--- src/mhse_pkg.sv ---
`timescale 1ns / 1ps
// ----------------------------------------------------------------------------
// mhse_pkg
// Shared widths, reset values and register indexes of the MinHash engine.
// ----------------------------------------------------------------------------
package mhse_pkg;

	localparam int unsigned NUM_SLOTS_DEF = 16;
	localparam int unsigned MAX_SLOTS     = 64;

	localparam int unsigned VAL_W   = 31;
	localparam int unsigned SLOT_W  = 6;
	localparam int unsigned COUNT_W = 7;
	localparam int unsigned PROD_W  = 2 * VAL_W;
	localparam int unsigned DVD_W   = 64;

	// remainder unit retires this many dividend bits per cycle
	localparam int unsigned MOD_BITS_PER_CYCLE = 2;
	localparam int unsigned MOD_STEPS          = DVD_W / MOD_BITS_PER_CYCLE;
	localparam int unsigned MOD_STEP_W         = $clog2(MOD_STEPS);

	localparam logic [VAL_W-1:0]   MODULUS_RESET    = 31'h7FFF_FFFF;
	localparam logic [COUNT_W-1:0] HASH_COUNT_RESET = 7'd16;

	localparam int unsigned REG_IDX_W = 1;

	typedef enum logic [REG_IDX_W-1:0] {
		REG_MODULUS    = 1'b0,
		REG_HASH_COUNT = 1'b1
	} reg_idx_t;

	typedef enum logic {
		ACT_LOAD = 1'b0,
		ACT_HASH = 1'b1
	} action_t;

endpackage

--- src/mhse_if.sv ---
`timescale 1ns / 1ps
// ----------------------------------------------------------------------------
// mhse_if
// Valid/ready channels of the MinHash engine: input items and signature words.
// ----------------------------------------------------------------------------
interface mhse_in_if;
	logic                        valid;
	logic                        ready;
	logic                        action;
	logic [mhse_pkg::SLOT_W-1:0] slot_index;
	logic [mhse_pkg::VAL_W-1:0]  coef_mul;
	logic [mhse_pkg::VAL_W-1:0]  coef_add;
	logic [mhse_pkg::VAL_W-1:0]  element_id;
	logic                        set_last;

	modport source (
		output valid, action, slot_index, coef_mul, coef_add, element_id, set_last,
		input  ready
	);
	modport sink (
		input  valid, action, slot_index, coef_mul, coef_add, element_id, set_last,
		output ready
	);
endinterface

interface mhse_out_if;
	logic                        valid;
	logic                        ready;
	logic [mhse_pkg::SLOT_W-1:0] out_slot;
	logic [mhse_pkg::VAL_W-1:0]  min_value;
	logic                        run_last;

	modport source (
		output valid, out_slot, min_value, run_last,
		input  ready
	);
	modport sink (
		input  valid, out_slot, min_value, run_last,
		output ready
	);
endinterface

--- src/mhse_mod_unit.sv ---
`timescale 1ns / 1ps
// ----------------------------------------------------------------------------
// mhse_mod_unit
// Shared hash unit: (a * id + b) mod m, one multiply, one add, then a
// restoring remainder over the 64-bit dividend, two bits a cycle.
// ----------------------------------------------------------------------------
module mhse_mod_unit (
	input  logic                       clk,
	input  logic                       arst_n,
	input  logic                       start,
	input  logic [mhse_pkg::VAL_W-1:0] coef_mul,
	input  logic [mhse_pkg::VAL_W-1:0] coef_add,
	input  logic [mhse_pkg::VAL_W-1:0] element_id,
	input  logic [mhse_pkg::VAL_W-1:0] modulus,
	output logic                       done,
	output logic [mhse_pkg::VAL_W-1:0] hash
);

	typedef enum logic [1:0] {
		PH_IDLE,
		PH_ADD,
		PH_DIV
	} phase_t;

	phase_t                          phase_q;
	logic [mhse_pkg::PROD_W-1:0]     prod_q;
	logic [mhse_pkg::DVD_W-1:0]      dvd_q;
	logic [mhse_pkg::VAL_W-1:0]      rem_q;
	logic [mhse_pkg::MOD_STEP_W-1:0] step_q;
	logic                            done_q;
	logic [mhse_pkg::VAL_W-1:0]      hash_q;

	logic [mhse_pkg::VAL_W:0]   m_ext;
	logic [mhse_pkg::VAL_W:0]   t1;
	logic [mhse_pkg::VAL_W:0]   t2;
	logic [mhse_pkg::VAL_W-1:0] r1;
	logic [mhse_pkg::VAL_W-1:0] rem_nx;

	always_comb begin
		m_ext = {1'b0, modulus};
		t1 = {rem_q, dvd_q[mhse_pkg::DVD_W-1]};
		if (t1 >= m_ext) begin
			t1 = t1 - m_ext;
		end
		r1 = t1[mhse_pkg::VAL_W-1:0];
		t2 = {r1, dvd_q[mhse_pkg::DVD_W-2]};
		if (t2 >= m_ext) begin
			t2 = t2 - m_ext;
		end
		rem_nx = t2[mhse_pkg::VAL_W-1:0];
	end

	always_ff @(posedge clk or negedge arst_n) begin
		if (!arst_n) begin
			phase_q <= PH_IDLE;
			done_q  <= 1'b0;
			step_q  <= '0;
		end else begin
			unique case (phase_q)
				PH_IDLE: begin
					done_q <= 1'b0;
					if (start) begin
						prod_q  <= mhse_pkg::PROD_W'(coef_mul) * mhse_pkg::PROD_W'(element_id);
						phase_q <= PH_ADD;
					end
				end
				PH_ADD: begin
					dvd_q   <= mhse_pkg::DVD_W'(prod_q) + mhse_pkg::DVD_W'(coef_add);
					rem_q   <= '0;
					step_q  <= '0;
					phase_q <= PH_DIV;
				end
				PH_DIV: begin
					rem_q  <= rem_nx;
					dvd_q  <= dvd_q << mhse_pkg::MOD_BITS_PER_CYCLE;
					step_q <= step_q + mhse_pkg::MOD_STEP_W'(1);
					if (step_q == mhse_pkg::MOD_STEP_W'(mhse_pkg::MOD_STEPS - 1)) begin
						hash_q  <= (modulus == '0) ? '0 : rem_nx;
						done_q  <= 1'b1;
						phase_q <= PH_IDLE;
					end
				end
				default: begin
					phase_q <= PH_IDLE;
				end
			endcase
		end
	end

	assign done = done_q;
	assign hash = hash_q;

endmodule

--- src/minhash_signature_engine_top.sv ---
`timescale 1ns / 1ps
// ----------------------------------------------------------------------------
// minhash_signature_engine_top
// MinHash signature engine: per-slot universal hash and running minimum.
// ----------------------------------------------------------------------------
// Usage:
//   item   : valid/ready input. action load writes a slot's (a, b); action hash
//            folds element_id into every slot in use; set_last closes the set.
//   result : valid/ready output, one signature word per slot in use, in slot
//            order, run_last on the final one, sent only after a last element.
//   wr_en/wr_index/wr_data : register writes (modulus, hash_count), idle only.
// Timing:
//   A load transaction completes in its accept cycle; ready stays high.
//   A hash transaction runs, per slot in use, a fetch, one multiply, one
//   64-bit add, the remainder steps on the shared unit and one compare/update
//   step. ready is low throughout.
//   Each signature word is read out in ST_EMIT_RD and then held in the output
//   register until the receiver takes it; nothing new is taken until the
//   whole signature has been handed over.
// Reset:
//   Registers return to their defaults and every minimum reads as the reset
//   modulus. Coefficients are undefined until loaded.
// ----------------------------------------------------------------------------
module minhash_signature_engine_top #(
	parameter int unsigned NUM_SLOTS = mhse_pkg::NUM_SLOTS_DEF
) (
	input  logic                                 clk,
	input  logic                                 arst_n,
	mhse_in_if.sink                              item,
	mhse_out_if.source                           result,
	input  logic                                 wr_en,
	input  logic [mhse_pkg::REG_IDX_W-1:0]       wr_index,
	input  logic [mhse_pkg::VAL_W-1:0]           wr_data
);

	localparam int unsigned IDX_W = (NUM_SLOTS > 1) ? $clog2(NUM_SLOTS) : 1;
	localparam int unsigned CNT_W = $clog2(NUM_SLOTS + 1);

	typedef enum logic [2:0] {
		ST_IDLE,
		ST_FETCH,
		ST_HASH,
		ST_WAIT,
		ST_EMIT_RD,
		ST_EMIT_WAIT
	} state_t;

	state_t                         state_q;
	logic [mhse_pkg::VAL_W-1:0]     modulus_q;
	logic [mhse_pkg::COUNT_W-1:0]   hash_count_q;
	logic [mhse_pkg::VAL_W-1:0]     min_init_q;
	logic [NUM_SLOTS-1:0]           min_vld_q;
	logic [CNT_W-1:0]               slot_q;
	logic [CNT_W-1:0]               used_q;
	logic [mhse_pkg::VAL_W-1:0]     id_q;
	logic                           last_q;
	logic [mhse_pkg::VAL_W-1:0]     coef_a_q;
	logic [mhse_pkg::VAL_W-1:0]     coef_b_q;
	logic [mhse_pkg::VAL_W-1:0]     cur_min_q;
	logic                           out_valid_q;
	logic [mhse_pkg::SLOT_W-1:0]    out_slot_q;
	logic [mhse_pkg::VAL_W-1:0]     out_min_q;
	logic                           out_last_q;

	logic [mhse_pkg::VAL_W-1:0] mul_mem [NUM_SLOTS];
	logic [mhse_pkg::VAL_W-1:0] add_mem [NUM_SLOTS];
	logic [mhse_pkg::VAL_W-1:0] min_mem [NUM_SLOTS];

	logic                       in_acc;
	logic                       load_wr;
	logic                       min_wr;
	logic [IDX_W-1:0]           idx;
	logic [CNT_W-1:0]           slot_nx;
	logic [CNT_W-1:0]           used_nx;
	logic                       hash_done;
	logic [mhse_pkg::VAL_W-1:0] hash_val;

	assign in_acc  = item.valid && (state_q == ST_IDLE);
	assign load_wr = in_acc && (item.action == mhse_pkg::ACT_LOAD)
		&& (7'(item.slot_index) < 7'(NUM_SLOTS));
	assign min_wr  = (state_q == ST_WAIT) && hash_done && (hash_val < cur_min_q);
	assign idx     = slot_q[IDX_W-1:0];
	assign slot_nx = slot_q + CNT_W'(1);
	assign used_nx = (hash_count_q > mhse_pkg::COUNT_W'(NUM_SLOTS))
		? CNT_W'(NUM_SLOTS) : CNT_W'(hash_count_q);

	mhse_mod_unit u_mod (
		.clk        (clk),
		.arst_n     (arst_n),
		.start      (state_q == ST_HASH),
		.coef_mul   (coef_a_q),
		.coef_add   (coef_b_q),
		.element_id (id_q),
		.modulus    (modulus_q),
		.done       (hash_done),
		.hash       (hash_val)
	);

	always_ff @(posedge clk) begin
		if (load_wr) begin
			mul_mem[item.slot_index[IDX_W-1:0]] <= item.coef_mul;
			add_mem[item.slot_index[IDX_W-1:0]] <= item.coef_add;
		end
		if (min_wr) begin
			min_mem[idx] <= hash_val;
		end
	end

	always_ff @(posedge clk or negedge arst_n) begin
		if (!arst_n) begin
			modulus_q    <= mhse_pkg::MODULUS_RESET;
			hash_count_q <= mhse_pkg::HASH_COUNT_RESET;
		end else if (wr_en) begin
			unique case (mhse_pkg::reg_idx_t'(wr_index))
				mhse_pkg::REG_MODULUS:    modulus_q    <= wr_data;
				mhse_pkg::REG_HASH_COUNT: hash_count_q <= wr_data[mhse_pkg::COUNT_W-1:0];
				default: ;
			endcase
		end
	end

	always_ff @(posedge clk or negedge arst_n) begin
		if (!arst_n) begin
			state_q     <= ST_IDLE;
			min_init_q  <= mhse_pkg::MODULUS_RESET;
			min_vld_q   <= '0;
			slot_q      <= '0;
			used_q      <= '0;
			out_valid_q <= 1'b0;
		end else begin
			unique case (state_q)
				ST_IDLE: begin
					if (in_acc && (item.action == mhse_pkg::ACT_HASH)) begin
						id_q   <= item.element_id;
						last_q <= item.set_last;
						used_q <= used_nx;
						slot_q <= '0;
						if (used_nx != '0) begin
							state_q <= ST_FETCH;
						end else if (item.set_last) begin
							min_vld_q  <= '0;
							min_init_q <= modulus_q;
						end
					end
				end
				ST_FETCH: begin
					coef_a_q  <= mul_mem[idx];
					coef_b_q  <= add_mem[idx];
					cur_min_q <= min_vld_q[idx] ? min_mem[idx] : min_init_q;
					state_q   <= ST_HASH;
				end
				ST_HASH: begin
					state_q <= ST_WAIT;
				end
				ST_WAIT: begin
					if (hash_done) begin
						if (min_wr) begin
							min_vld_q[idx] <= 1'b1;
						end
						if (slot_nx == used_q) begin
							slot_q  <= '0;
							state_q <= last_q ? ST_EMIT_RD : ST_IDLE;
						end else begin
							slot_q  <= slot_nx;
							state_q <= ST_FETCH;
						end
					end
				end
				ST_EMIT_RD: begin
					out_slot_q  <= mhse_pkg::SLOT_W'(slot_q);
					out_min_q   <= min_vld_q[idx] ? min_mem[idx] : min_init_q;
					out_last_q  <= (slot_nx == used_q);
					out_valid_q <= 1'b1;
					state_q     <= ST_EMIT_WAIT;
				end
				ST_EMIT_WAIT: begin
					if (result.ready) begin
						out_valid_q <= 1'b0;
						if (out_last_q) begin
							min_vld_q  <= '0;
							min_init_q <= modulus_q;
							slot_q     <= '0;
							state_q    <= ST_IDLE;
						end else begin
							slot_q  <= slot_nx;
							state_q <= ST_EMIT_RD;
						end
					end
				end
				default: begin
					state_q <= ST_IDLE;
				end
			endcase
		end
	end

	assign item.ready       = (state_q == ST_IDLE);
	assign result.valid     = out_valid_q;
	assign result.out_slot  = out_slot_q;
	assign result.min_value = out_min_q;
	assign result.run_last  = out_last_q;

endmodule

--- src/flat_wrapper.sv ---
// flat-port wrapper written by rule: the top's interface ports become plain ports
module minhash_signature_engine_top_flat 
#(
	parameter int unsigned NUM_SLOTS = mhse_pkg::NUM_SLOTS_DEF
)
  (clk, arst_n, wr_en, wr_index, wr_data, item_valid, item_action, item_slot_index, item_coef_mul, item_coef_add, item_element_id, item_set_last, item_ready, result_valid, result_out_slot, result_min_value, result_run_last, result_ready);
  mhse_in_if item_i ();
  mhse_out_if result_i ();
  input  logic clk;
  input  logic arst_n;
  input  logic wr_en;
  input  logic [mhse_pkg::REG_IDX_W-1:0] wr_index;
  input  logic [mhse_pkg::VAL_W-1:0] wr_data;
  input wire logic [$bits(item_i.valid)-1:0] item_valid;
  input wire logic [$bits(item_i.action)-1:0] item_action;
  input wire logic [$bits(item_i.slot_index)-1:0] item_slot_index;
  input wire logic [$bits(item_i.coef_mul)-1:0] item_coef_mul;
  input wire logic [$bits(item_i.coef_add)-1:0] item_coef_add;
  input wire logic [$bits(item_i.element_id)-1:0] item_element_id;
  input wire logic [$bits(item_i.set_last)-1:0] item_set_last;
  output wire logic [$bits(item_i.ready)-1:0] item_ready;
  output wire logic [$bits(result_i.valid)-1:0] result_valid;
  output wire logic [$bits(result_i.out_slot)-1:0] result_out_slot;
  output wire logic [$bits(result_i.min_value)-1:0] result_min_value;
  output wire logic [$bits(result_i.run_last)-1:0] result_run_last;
  input wire logic [$bits(result_i.ready)-1:0] result_ready;
  assign item_i.valid = item_valid;
  assign item_i.action = item_action;
  assign item_i.slot_index = item_slot_index;
  assign item_i.coef_mul = item_coef_mul;
  assign item_i.coef_add = item_coef_add;
  assign item_i.element_id = item_element_id;
  assign item_i.set_last = item_set_last;
  assign item_ready = item_i.ready;
  assign result_valid = result_i.valid;
  assign result_out_slot = result_i.out_slot;
  assign result_min_value = result_i.min_value;
  assign result_run_last = result_i.run_last;
  assign result_i.ready = result_ready;
  minhash_signature_engine_top #(.NUM_SLOTS(NUM_SLOTS)) u_core (.clk(clk), .arst_n(arst_n), .item(item_i), .result(result_i), .wr_en(wr_en), .wr_index(wr_index), .wr_data(wr_data));
endmodule
--- config.mk ---
export PLATFORM = sky130hd
export DESIGN_NAME = minhash_signature_engine_top_flat
export DESIGN_NICKNAME = d
export VERILOG_FILES = /design/src/mhse_pkg.sv /design/src/mhse_if.sv /design/src/mhse_mod_unit.sv /design/src/minhash_signature_engine_top.sv /design/src/flat_wrapper.sv
export SDC_FILE = /design/constraint.sdc
export NUM_CORES = 2
export LEC_CHECK = 0
export ABC_AREA = 1
export BUFFER_PORTS_ARGS = -buffer_cell sky130_fd_sc_hd__buf_2
export CAP_MARGIN = 10
export CORE_MARGIN = 2
export CORE_UTILIZATION = 45
export DETAILED_ROUTE_END_ITERATION = 16
export GPL_ROUTABILITY_DRIVEN = 0
export GPL_TIMING_DRIVEN = 0
export RECOVER_POWER = 100
export SLEW_MARGIN = 5
export SYNTH_ARGS = -nofsm -noshare
export SYNTH_HDL_FRONTEND = slang
export SYNTH_SLANG_ARGS = --single-unit
--- constraint.sdc ---
create_clock -name clk -period 8.02 [get_ports clk]
set_input_delay 2.406 -clock clk [delete_from_list [all_inputs] [get_ports clk]]
set_output_delay 2.406 -clock clk [all_outputs]
set_load 0.05 [all_outputs]
== Word-level counts from Yosys, hierarchy flattened ==
Memories as Yosys holds them, arrays and structs flattened. A register that Yosys moved wholly into a read port is not among the register bits.
Index checks and enable logic that the tools add are counted.

* Flip-flop bits (word level): 395
* RAM bits: 1488
* Bits of input ports: 138
* Logic and storage cells: 141
* Memories kept: 3

* $add $sub $neg: 5
* Multiply operators: 1
* Magnitude comparators: 7
* Eq/ne operators: 19
* Muxes and demuxes: 50
* Bitwise gates (word level): 3
* Reduce and logical (&&, ||, !) cells: 32

{| class="wikitable"
|+ Memory list
! memory !! words !! bits a word !! rd ports !! clocked after Yosys merged registers in !! write ports !! RTL line !! source
|-
| u_core.add_mem || 16 || 31 || 1 || 1 || 1 || minhash_signature_engine_top.sv:66 || <nowiki>logic [mhse_pkg::VAL_W-1:0] add_mem [NUM_SLOTS];</nowiki>
|-
| u_core.min_mem || 16 || 31 || 1 || 0 || 1 || minhash_signature_engine_top.sv:67 || <nowiki>logic [mhse_pkg::VAL_W-1:0] min_mem [NUM_SLOTS];</nowiki>
|-
| u_core.mul_mem || 16 || 31 || 1 || 1 || 1 || minhash_signature_engine_top.sv:65 || <nowiki>logic [mhse_pkg::VAL_W-1:0] mul_mem [NUM_SLOTS];</nowiki>
|}

{| class="wikitable"
|+ Operators by type and width
! cell !! number
|-
| 2-to-1 mux 31 bit || 8
|-
| one-hot mux 64 bit (2 select lines) || 1
|-
| one-hot mux 31 bit (2 select lines) || 2
|-
| 2-to-1 mux 16 bit || 7
|-
| >= comparator 32 x 31 -> 1 bit || 2
|-
| adder 62 x 31 -> 63 bit || 1
|-
| multiplier 31 x 31 -> 62 bit || 1
|-
| subtractor 31 bit || 2
|-
| one-hot mux 16 bit (3 select lines) || 1
|-
| logical NOT 31 bit || 1
|-
| less-than comparator 31 bit || 1
|-
| 2-to-1 mux 5 bit || 6
|-
| 2-to-1 mux 3 bit || 7
|-
| one-hot mux 3 bit (6 select lines) || 1
|-
| AND reduction 2 bit || 9
|-
| bitwise OR 16 bit || 1
|-
| one-hot mux 5 bit (3 select lines) || 1
|-
| != test 2 bit (second input constant) || 6
|-
| adder 5 x 1 -> 5 bit (second input constant) || 2
|-
| one-hot mux 5 bit (2 select lines) || 1
|-
| AND reduction 3 bit || 3
|-
| 2-to-1 mux 1 bit || 8
|-
| != test 2 x 1 -> 1 bit (second input constant) || 4
|-
| AND reduction 4 bit || 2
|-
| 25 further kinds || 39
|}

== Logic depth before layout (Yosys ltp) ==
* Word-level depth: 8
* Depth in mapped cells: 33

== Hierarchy ==
A second synthesis with hierarchy kept.

* Cell total of the unflattened synthesis: 11423
* Area, all modules: 115475.8 um2

{| class="wikitable"
|+ By module, submodules not included
! module !! instances !! cells an instance !! area each (um2) !! sequential area each (um2)
|-
| minhash_signature_engine_top || 1 || 5080 || 67452.2 || 52103.7
|-
| mhse_mod_unit || 1 || 6343 || 48023.6 || 5845.6
|}

== Worst setup path after synthesis ==
OpenSTA, ideal clock, no wires.

* Kind: input port to flip-flop
* From: input port arst_n
* To: register u_core.u_mod.prod_q[0] (netlist bit) (enable)
* Library setup time: 0.558 ns
* Arrival time: 6.723 ns
* Data required time: 7.462 ns
* Path slack: 0.739 ns
* Cell stages on the path: 2
* Path through: inv_1 -> nor3_1

* Longest elaborated chain between the ends: 1

{| class="wikitable"
|+ Ends and longest elaborated chain
! what !! RTL line !! source
|-
| start: declaration || flat_wrapper.sv:10 || <nowiki>input logic arst_n;</nowiki>
|-
| AND reduction 3 bit (no source line) || n/a ||
|-
| end signal: assignment || mhse_mod_unit.sv:63 || <nowiki>prod_q <= mhse_pkg::PROD_W'(coef_mul) * mhse_pkg::PROD_W'(element_id);</nowiki>
|-
| end: declaration || mhse_mod_unit.sv:26 || <nowiki>logic [mhse_pkg::PROD_W-1:0] prod_q;</nowiki>
|}

No other way between the ends.
A chain may end at the register's enable or synchronous reset.

== Worst setup path after layout ==
* From: register u_core.coef_a_q[2] (netlist bit) (read register of u_core.mul_mem)
* To: register u_core.u_mod.prod_q[31] (netlist bit) (data pin)

* Longest elaborated chain between the ends: 1

{| class="wikitable"
|+ Ends and longest elaborated chain
! what !! RTL line !! source
|-
| start: declaration || minhash_signature_engine_top.sv:57 || <nowiki>logic [mhse_pkg::VAL_W-1:0] coef_a_q;</nowiki>
|-
| multiplier 31 x 31 -> 62 bit || mhse_mod_unit.sv:63 ||
|}

No other way between the ends.

==> flow_summary.json <==
{
  "area_growth_pct": 10.4,
  "synth-edff-count": 1838,
  "htreeDepth": 4,
  "path_clk_slew_ns": 0.06,
  "die_area_um2": 259000,
  "synth_area_leaders": "edfxtp_1, fa_1, nand2_1, inv_1, ha_1",
  "port-buffer-count": 176,
  "path_depth": 24,
  "root_buffer": "clkbuf_16",
  "ys_seq_elements": 1945,
  "critical_path.max_fanout": 10,
  "wl_um": 382000,
  "setup_viol": 0,
  "track_usage_pct": 29.1,
  "synth_compound_area_share_pct": 8.55,
  "die_w_um": 509,
  "crit_path_start": "u_core.coef_a_q[2]",
  "drt-vias-per-instance": 5.65,
  "timing.rr.end": "u_core.u_mod.prod_q[31]",
  "syn_inst": 11300,
  "arrival_ns": 8.53,
  "cts_tree": "built",
  "muxShareOfSynthArea_pct": 0,
  "critPathLaunchType": "flip-flop",
  "first_iter_violations": 10800,
  "start_util_pct": 45.2,
  "drc": 0,
  "hold_buffers": 0,
  "drive_gt1_share_pct": 5.34,
  "rows": 185,
  "dp.final_hpwl_um": 289000,
  "rr_worst_depth": 24,
  "grt-ovfl-total": 0,
  "failed_checks": "max-capacitance violations, max-slew violations",
  "clk_latency_ns": 0.87,
  "endpoint": "u_core.u_mod.prod_q[31]",
  "async_reset_ff_share_pct": 5.50,
  "reg2reg_slack_ns": 0.12,
  "clockBufferDepth": 3,
  "postRouteAntennaNets": 0,
  "path_buf_inv": 4,
  "cp.required_ns": 8.65,
  "fin_crit_sh_pct": 98.5,
  "drt_pass1_iterations": 9,
  "synth_largest_area_cell": "edfxtp_1",
  "crit_path_max_incr_delay_ns": 0.63,
  "wl_per_cell_um": 25.0,
  "cts_sinks": 1945,
  "top_level_ports": 178,
  "antenna_found_initial": 46,
  "synth-seq-area-share_pct": 50.5,
  "nets": 13100,
  "grt_pass1_vias": 84700,
  "core-area_um2": 254000,
  "crit_slowest_cell": "clkbuf_1",
  "ys_warn_count": 0,
  "worstHoldPathType": "reg -> reg",
  "avgSynthCellArea_um2": 10.2,
  "ys_types": 56,
  "crit_top_cell": "fa_1",
  "critPathTopFamily": "adder cells",
  "r2r_start": "u_core.coef_a_q[2]",
  "drv_cap": 66,
  "cts_buffers": 199,
  "slew_headroom_pct": -70.2,
  "syn_area_um2": 115000,
  "final_util_pct": 49.9,
  "fin_skew_ns": 0.0415,
  "synth_ff_type": "edfxtp_1",
  "synth_fp_nets": 12700,
  "synthXorXnorAreaFrac_pct": 0.900,
  "grt_max_degree": 94,
  "crit_type": "reg -> reg",
  "maxSlewViolCount": 1568,
  "hold_violations": 0,
  "cp_cell_sequence": "clkbuf_1 > nand2_1 > fa_1 > inv_1 > fa_1 > inv_1 > fa_1 > fa_1 > inv_1 > fa_1 > fa_1 > fa_1 > fa_1 > ha_1 > nand2_1 > nor2_1 > nand2_1 > nor2_1 > nand2_1 > nand3_1 > nand2_1 > nand2_1 > a21boi_0 > xnor2_1",
  "vias": 86400,
  "worst_slew_pin_slew_ns": 2.54,
  "die_y_um": 509,
  "fin_crit_ns": 7.90,
  "status": "finished, violations left",
  "yosys.area.top_type_share_pct": 48.1,
  "grt_pass1_wl_um": 553000,
  "cp-end-kind": "flip-flop",
  "synthAdderAreaFrac_pct": 18.9,
  "synth_top_family_by_area": "adder cells",
  "yosys.area_share.simple_pct": 13.4,
  "rsz0062_at_grt": "false",
  "max_freq_mhz": 127
}
worst register-to-register path, cell delays in order (launching register included):
cell and delay [ns]:
edfxtp_1 0.54, clkbuf_1 0.64, nand2_1 0.29, fa_1 0.45, inv_1 0.15, fa_1 0.44
inv_1 0.08, fa_1 0.44, fa_1 0.40, inv_1 0.09, fa_1 0.45, fa_1 0.52
fa_1 0.57, fa_1 0.47, ha_1 0.43, nand2_1 0.12, nor2_1 0.29, nand2_1 0.12
nor2_1 0.21, nand2_1 0.08, nand3_1 0.13, nand2_1 0.06, nand2_1 0.18, a21boi_0 0.15
xnor2_1 0.37
placed cells by master, fill, tap and decap left out, drive strengths merged, types with 206 or more instances in the layout:
cell    instances
clkbuf        885
nand3         206
fa            840
nor2         1145
a21oi         319
ha            387
nand2        2236
o22ai         378
inv          1832
edfxtp       1838
o21ai         928
cell type report:
| cell class | count | area (um^2) |
|---|---|---|
| diodes | 17 | 42.5 |
| plain buffers | 537 | 2250 |
| clock buffers | 252 | 5230 |
| clock inverters | 114 | 1240 |
| fillers | 23100 | 127000 |
| inverters | 1826 | 6860 |
| multi-input cells | 6982 | 47900 |
| flip-flops and latches | 1945 | 57900 |
| well taps | 3366 | 4210 |
| repair buffers | 244 | 1100 |
sequential cells by signal, indices dropped and copies added, names as in the netlist, 62 cells and up:
name / flops
u_core.add_mem: 496
u_core.min_mem: 496
u_core.mul_mem: 496
u_core.u_mod.dvd_q: 64
u_core.u_mod.prod_q: 62
logic make-up (layout without fill, tap and decap cells):
family | count (synthesis) | count (layout)
other | 1 | 18
flip-flops | 1945 | 1945
adder cells (fa/ha/maj) | 1227 | 1227
buffers and inverters | 2363 | 2973
AND/OR/NAND/NOR | 3848 | 3848
XOR/XNOR | 118 | 118
AO/OA/AOI/OAI | 1788 | 1788
worst min-delay path by stage:
| stage | from | endpoint | slack, ns | cells past startpoint |
|---|---|---|---|---|
| after detailed placement | u_core.min_init_q[7] | u_core.min_init_q[7] | 0.47 | 2 |
| after CTS | u_core.min_init_q[8] | u_core.min_init_q[8] | 0.48 | 2 |
| after global placement | u_core.min_init_q[17] | u_core.min_init_q[17] | 0.46 | 2 |
| after floorplan | u_core.slot_q[4] | u_core.result.out_slot[4] | 0.42 | 0 |
| final | u_core.min_init_q[0] | u_core.min_init_q[0] | 0.48 | 2 |
| after global routing | u_core.min_init_q[0] | u_core.min_init_q[0] | 0.51 | 2 |
timing repair:
action	4_1_cts	5_1_grt
endpoints found under the setup margin	9	30
hold endpoints to repair	0	0
gates resized for setup	27	265
buffers inserted	0	2
synth_stat cells, drive strengths merged (19+ instances only):
cell	count
nand2	2236
edfxtp	1838
inv	1824
nor2	1145
o21ai	928
fa	840
clkbuf	460
ha	387
o22ai	378
a21oi	319
nand3	206
nand4	146
buf	77
xor2	73
dfstp	63
a31oi	54
nor3	48
xnor2	45
dfrtp	44
a22o	31
or2	29
a21o	25
o21bai	20
nor4	19
per-stage QoR:
step	cells	TNS (ns)	instance area, um^2	hold WS [ns]	setup WS, ns
2_1_floorplan	11300	0	115000	0.425	0.739
3_3_place_gp	14800	-3017.82	120000	0.464	-3.43
3_5_place_dp	14900	-0.522	121000	0.466	-0.126
4_1_cts	15300	0	128000	0.481	0.00399
5_1_grt	15300	0	127000	0.506	0.000453
6_report	15300	0	127000	0.480	0.124
layer usage:
| metal | wire (um) | track usage (%) | up-vias |
|---|---|---|---|
| met5 | 126 | 0 | - |
| met4 | 20300 | 14.0 | 22 |
| met3 | 44300 | 7.08 | 924 |
| met2 | 167000 | 43.4 | 4886 |
| met1 | 150000 | 40.0 | 42600 |
| li1 | - | - | 37900 |
Power is left out: the tool's default activity adds up to more than one toggle a clock period on the data nets, which glitch-free logic cannot reach.
